## config.mk

```make
export PLATFORM = sky130hd
export DESIGN_NAME = cmlt_front
export DESIGN_NICKNAME = d
export VERILOG_FILES = /design/src/design/cmlt_pkg.sv /design/src/design/cmlt_front.sv
export SDC_FILE = /design/constraint.sdc
export NUM_CORES = 1
export LEC_CHECK = 0
export BUFFER_PORTS_ARGS = -buffer_cell sky130_fd_sc_hd__buf_2
export CAP_MARGIN = 20
export CORE_MARGIN = 4
export CORE_UTILIZATION = 40
export DETAILED_ROUTE_END_ITERATION = 16
export PLACE_DENSITY = 0.71
export SLEW_MARGIN = 10
export SYNTH_ARGS = -nofsm -noshare
export SYNTH_HDL_FRONTEND = slang
export SYNTH_SLANG_ARGS = --single-unit
export TNS_END_PERCENT = 1
```

## constraint.sdc

```tcl
create_clock -name clock -period 2.57 [get_ports clock]
set_clock_uncertainty 0.15 [all_clocks]
set_input_delay 0 -clock clock [delete_from_list [all_inputs] [get_ports clock]]
set_output_delay 0 -clock clock [all_outputs]
set_load 0.01 [all_outputs]
```

## src/design/cmlt_pkg.sv

```systemverilog
// Shared types and constants for the channel map lookup block.
// Used by cmlt_front, cmlt_back and the top level; no dependencies.
package cmlt_pkg;

   localparam int MAP_DEPTH = 256;
   localparam int UNK_DEPTH = 1024;
   localparam int MAP_AW = (MAP_DEPTH > 1) ? $clog2(MAP_DEPTH) : 1;
   localparam int UNK_AW = (UNK_DEPTH > 1) ? $clog2(UNK_DEPTH) : 1;
   localparam int MAP_CW = $clog2(MAP_DEPTH + 1);
   localparam int UNK_CW = $clog2(UNK_DEPTH + 1);
   // wide enough for any index, depth or count at every allowed depth
   localparam int EXT_W = 13;
   localparam int QUEUE_DEPTH = 2;

   typedef enum logic [1:0] {
      OP_LOAD   = 2'd0,
      OP_LOOKUP = 2'd1,
      OP_READ   = 2'd2,
      OP_NOP    = 2'd3
   } op_type;

   typedef enum logic [2:0] {
      ST_IDLE,
      ST_MAP_RD,
      ST_MAP_CMP,
      ST_UNK_START,
      ST_UNK_RD,
      ST_UNK_CMP,
      ST_APPEND,
      ST_RD_WAIT
   } state_type;

   typedef struct packed {
      op_type     op;
      logic       load_ok;
      logic [7:0] module_req;
      logic [7:0] channel;
      logic [9:0] index;
      logic [3:0] type_in;
      logic [7:0] id_in;
      logic [7:0] det_channel_in;
   } item_type;

   typedef struct packed {
      logic        found;
      logic [3:0]  det_code;
      logic [7:0]  det_id;
      logic [7:0]  det_ch;
      logic [10:0] unknown_total;
      logic        unknown_overflow;
      logic        read_valid;
      logic [7:0]  read_module;
      logic [7:0]  read_channel;
      logic [15:0] read_count;
   } res_type;

   // queue head as seen by the back end
   typedef struct packed {
      logic     valid;
      item_type item;
   } head_type;

endpackage

```

## src/design/cmlt_front.sv

```systemverilog
// Front end: accepts request items, decodes the command and queues them.
// Depends on cmlt_pkg.
module cmlt_front (
   input  logic               clock,
   input  logic               reset,
   input  logic               req_valid,
   output logic               req_stall,
   input  logic [1:0]         req_cmd,
   input  logic [7:0]         req_module_req,
   input  logic [7:0]         req_channel,
   input  logic [9:0]         req_index,
   input  logic [3:0]         req_type_in,
   input  logic [7:0]         req_id_in,
   input  logic [7:0]         req_det_channel_in,
   output cmlt_pkg::head_type head,
   input  logic               pop
);

   localparam int QW = $clog2(cmlt_pkg::QUEUE_DEPTH);

   cmlt_pkg::item_type slot_ff [cmlt_pkg::QUEUE_DEPTH];
   cmlt_pkg::item_type new_item;
   logic [QW-1:0] wr_ptr_ff, wr_ptr_in, rd_ptr_ff, rd_ptr_in;
   logic [QW:0]   count_ff, count_in;
   logic          push;
   logic          do_pop;

   always_comb begin
      new_item.op             = cmlt_pkg::op_type'(req_cmd);
      new_item.load_ok        = (cmlt_pkg::EXT_W'(req_index) <
                                 cmlt_pkg::EXT_W'(cmlt_pkg::MAP_DEPTH));
      new_item.module_req     = req_module_req;
      new_item.channel        = req_channel;
      new_item.index          = req_index;
      new_item.type_in        = req_type_in;
      new_item.id_in          = req_id_in;
      new_item.det_channel_in = req_det_channel_in;
   end

   assign req_stall = (count_ff == (QW+1)'(cmlt_pkg::QUEUE_DEPTH));
   assign push      = req_valid && !req_stall;
   assign do_pop    = pop && (count_ff != '0);

   always_comb begin
      wr_ptr_in = push ? wr_ptr_ff + 1'b1 : wr_ptr_ff;
      rd_ptr_in = do_pop ? rd_ptr_ff + 1'b1 : rd_ptr_ff;
      count_in  = count_ff + (QW+1)'(push) - (QW+1)'(do_pop);
   end

   always_ff @(posedge clock) begin
      if (reset) begin
         wr_ptr_ff <= '0;
         rd_ptr_ff <= '0;
         count_ff  <= '0;
      end else begin
         wr_ptr_ff <= wr_ptr_in;
         rd_ptr_ff <= rd_ptr_in;
         count_ff  <= count_in;
      end
   end

   always_ff @(posedge clock) begin
      if (push) begin
         slot_ff[wr_ptr_ff] <= new_item;
      end
   end

   assign head.valid = (count_ff != '0);
   assign head.item  = slot_ff[rd_ptr_ff];

endmodule

```

## Yosys cells after proc, flatten, opt, wreduce, memory -nomap -nowiden

Memories as Yosys holds them, arrays and structs flattened. A register that Yosys moved wholly into a read port is not among the register bits.
Cells that the tools add are included.

- Add/subtract/negate cells: 4
- Magnitude comparators: 1
- Equal/unequal tests: 1
- Multiplexer cells: 4
- Reduce and logical (&&, ||, !) cells: 4

Operators by type and width:

| kind | count |
|---|---|
| $lt A10 B9 Y1 const B | 1 |
| $mux W1 | 4 |
| $add A1 B1 Y1 const B | 2 |
| $add A2 B1 Y2 | 1 |
| $eq A2 B2 Y1 const B | 1 |
| $logic_and A1 B1 Y1 | 2 |
| $reduce_bool A2 Y1 | 1 |
| $sub A2 B1 Y2 | 1 |
| $logic_not A1 Y1 | 1 |

- Bits in registers: 4
- RAM bits: 98
- Input port bits: 52
- Output and inout port bits: 51
- Word-level logic and storage cells: 18
- Memories kept: 1

Memories:

| name | words | width | rd ports | clocked after memory_dff | write ports | line | source |
|---|---|---|---|---|---|---|---|
| slot_ff | 2 | 49 | 1 | 1 | 1 | cmlt_front.sv:21 | `cmlt_pkg::item_type slot_ff [cmlt_pkg::QUEUE_DEPTH];` |

## Longest topological paths before layout

- Depth after elaboration: 5
- Mapped depth: 8
- Mapped depth without buffers: 8

## Worst setup path after synthesis

OpenSTA, ideal clock, no wires.

- Path kind: reg2reg
- Start: register count_ff[0]
- End: memory slot_ff[0][0] in the netlist's numbering (enable)
- Library setup time: 0.403 ns
- Arrival: 1.820 ns
- Required time: 2.017 ns
- Slack: 0.197 ns
- Stages on the path, launching flop included: 5
- Buffers on the path: 0
- Clock period less this slack: 2.373 ns
- Cells stage by stage: dfxtp_1 nand2b_2 inv_2 or3_1 inv_1

- Cells in the longest elaborated chain, start to end: 5

RTL lines:

| element | line | source |
|---|---|---|
| start, declared | cmlt_front.sv:24 | `logic [QW:0] count_ff, count_in;` |
| start signal, assigned | cmlt_front.sv:58 | `count_ff <= count_in;` |
| $eq A2 B2 Y1 | cmlt_front.sv:40 | `assign req_stall = (count_ff == (QW+1)'(cmlt_pkg::QUEUE_DEPTH));` |
| net req_stall | cmlt_front.sv:7 | `output logic req_stall,` |
| $logic_not A1 Y1 | cmlt_front.sv:41 | `assign push = req_valid && !req_stall;` |
| $logic_and A1 B1 Y1 | cmlt_front.sv:41 |  |
| $mux W1 | cmlt_front.sv:63 | `if (push) begin` |
| $mux W1 (implied by the code) | cmlt_front.sv:64 | `slot_ff[wr_ptr_ff] <= new_item;` |
| end, declared | cmlt_front.sv:21 |  |

The timed path passes the listed nets, and every way through them passes these cells.

==> metrics.md <==
| Metric | Value |
|---|---|
| Syn Area/Cell | 20.94 µm² |
| Synth Area in Adders | 0.006640 |
| Core area | 9196 µm² |
| Synth Net Count | 234 |
| GPL Wtd Cong | 0.6998 |
| Critical Path RT | 2.42 ns |
| #FFs+latches synth | 103 |
| Die width | 105.1 µm |
| Worst setup EP type | output port |
| Synth top area cells | edfxtp_1 78%, mux2_2 15%, dfxtp_1 2.7% |
| Distinct cells, synth | 23 |
| Largest net degree at the start of global routing | 31 |
| Final cell count without fillers | 458 |
| Port-buffer cells | 102 |
| Status | finished clean |
| CP Launch Type | flip-flop |
| Max Cap Violations | 0 |
| Hold crit path type | input port to flip-flop |
| Largest area contributor in the synthesized netlist | edfxtp_1 |
| Synth Cell Area | 3769 µm² |
| Via density | 4.585 |
| Worst-Margin Slew | 0.5001 ns |
| Simple-Gate Fraction of Synth Area | 0.01726 |
| TritonRoute pass-1 iters | 3 |
| Synth Instances | 180 |
| Inst Count DP | 393 |
| Gr usage total | 0.1339 |
| H-tree depth | 3 |
| TritonCTS clock tree | done |
| First-pass GRT wire length | 11.41 mm |
| Relative slew slack | 0.6666 |
| Post-DRT Antenna Nets | 0 |
| Initial Utilization | 0.4098 |
| Worst Path Arrival | 1.79 ns |
| Setup_tns | 0 ns |
| Worst-path fanout max | 30 |
| DRC Markers | 0 |
| LEAKAGE | 1.980 nW |
| Xor and xnor fraction of the mapped netlist area | 0.004648 |
| Area share of the largest cell type after synthesis | 0.7809 |
| Diodes inserted | 0 |
| Seq/Total Area, Yosys | 0.8074 |
| Fin. max-slew vios | 0 |
| TritonCTS buffer count | 9 |
| Worst vdd ir | 0.5483 mV |
| CTS-repair resized insts | 0 |
| Initial drt markers | 60 |
| Final hold vios | 0 |
| Clock latency at the later pin of the worst-skew pair | 0.34 ns |
| Setup CP Type | flip-flop to output port |
| Post-layout min period | 1.936 ns |
| Compound-Gate Fraction of Synth Area | 0.004648 |
| IO Count | 103 |
| Tcrit/Tclk final | 0.7534 |
| Vias | 2100 |
| Fraction of layout cells with a size suffix above 1 | 0.5043 |
| Hold Buf Count CTS | 52 |
| Max clock buf depth | 2 |
| Total Nets Final | 399 |
| YS warnings | 0 |
| Initial antenna violation count | 0 |
| F_max | 516.4 MHz |
| CTS root buf | clkbuf_8 |
| Dpl hpwl | 4.309 mm |
| Post-CTS Setup Inserts | 0 |
| Die height | 105.1 µm |
| Clock Sinks | 103 |
| Area grow syn2layout | 37.38% |
| Clock Pin Slew Worst Setup and Hold Paths | 0.09 ns |
| Main combinational cell family by area after synthesis | multiplexers |
| # rows | 35 |
| PD cells | 894.9 nW/µm² |
| Multiplexer area fraction after synthesis | 0.1464 |
| Final Setup Violations | 0 |
| RSZ-0062 raised after global routing | no |
| DR WL/cell | 15.10 µm |
| Vias in the first global route | 2354 |
| Die area | 11040 µm² |
| Overflow after GRT | 0 |
| WL final | 6.915 mm |
[through the flow]
stage	power [mW]	hold WS [ns]	worst slack [ns]	instance area, µm²	utilization
4_1_cts	4.707	0.1948	0.5440	5177	0.5630
3_3_place_gp	3.479	0.03884	0.7668	4436	0.4823
3_5_place_dp	3.512	0.04107	0.7317	4436	0.4823
6_report	4.633	0.2223	0.6336	5177	0.5630
5_1_grt	4.903	0.2052	0.5126	5177	0.5630
2_1_floorplan	3.029	-0.08093	0.1971	3769	-
[cell families (layout without fill, tap and decap cells)]
| logic type | after synthesis | after routing |
|---|---|---|
| buffers and inverters | 9 | 176 |
| AND/OR/NAND/NOR | 12 | 12 |
| flip-flops | 103 | 103 |
| XOR/XNOR | 2 | 2 |
| adder cells (fa/ha/maj) | 2 | 2 |
| multiplexers | 49 | 49 |
| AO/OA/AOI/OAI | 3 | 3 |
[synth_stat cells]
cell	number
nor2_1	4
nand2b_2	1
dfxtp_1	5
or2_2	1
mux2_2	49
xor2_1	1
buf_6	1
or3_1	1
nand2_1	1
xnor2_1	1
a21oi_1	1
o21a_1	1
inv_1	3
ha_1	2
nor3_1	1
and3_2	1
o21ai_0	1
nor2b_1	1
buf_2	3
inv_2	1
and2_1	1
edfxtp_1	98
buf_4	1
[final timing paths]
path	slack, ns	cells past startpoint	to	start
max reg2reg	0.74	5	slot_ff[0][46]$_DFFE_PP_	count_ff[0]$_SDFF_PP0_
min	0.22	2	slot_ff[0][33]$_DFFE_PP_	req_channel[3]
max	0.63	3	head[38]	flip-flop
min reg2reg	0.36	2	wr_ptr_ff$_SDFFE_PP0N_	wr_ptr_ff$_SDFFE_PP0N_
[worst max-delay path: stages (launching register included)]
cell and delay [ns]:
dfxtp_2 0.65, buf_12 0.27, mux2_2 0.36, buf_2 0.14
[flip-flops by register name, indices dropped and copies added, names as in the netlist, named ones only]
signal,count
slot_ff,98
count_ff,2
rd_ptr_ff,1
wr_ptr_ff,1
[area by class of cell]
class | count | area, µm²
fill | 742 | 4019
sequential | 103 | 3044
timing repair buffer | 159 | 1081
multi-input combinational | 68 | 676.9
tap | 111 | 138.9
clock buffer | 9 | 123.9
clock inverter | 4 | 97.59
inverter | 4 | 15.01
[power breakdown]
| group | switching (mW) | internal [mW] | leakage [nW] |
|---|---|---|---|
| sequential | 0.108 | 2.14 | 0.957 |
| clock | 0.492 | 0.631 | 0.107 |
| combinational | 0.615 | 0.649 | 0.916 |
| total | 1.22 | 3.42 | 1.98 |
[routing by layer]
layer / wire length, µm / global-route usage / share of wire / vias up
met5: 0 / 0 / 0 / -
met4: 102 / 0.05717 / 0.015 / 0
met3: 358 / 0.03953 / 0.052 / 10
met2: 3684 / 0.2319 / 0.53 / 63
met1: 2770 / 0.1540 / 0.40 / 1005
li1: - / - / - / 1022
[cells in the final DEF (no fill, tap or decap), drive strengths merged, types with 2 or more instances in the layout]
cell and count:
clkbuf 9, edfxtp 98, bufinv 3, ha 2, dlygate4sd3 52, dfxtp 5, mux2 49, buf 107
inv 4, nor2 4
No activity file was read; power rests on OpenSTA's default activity.
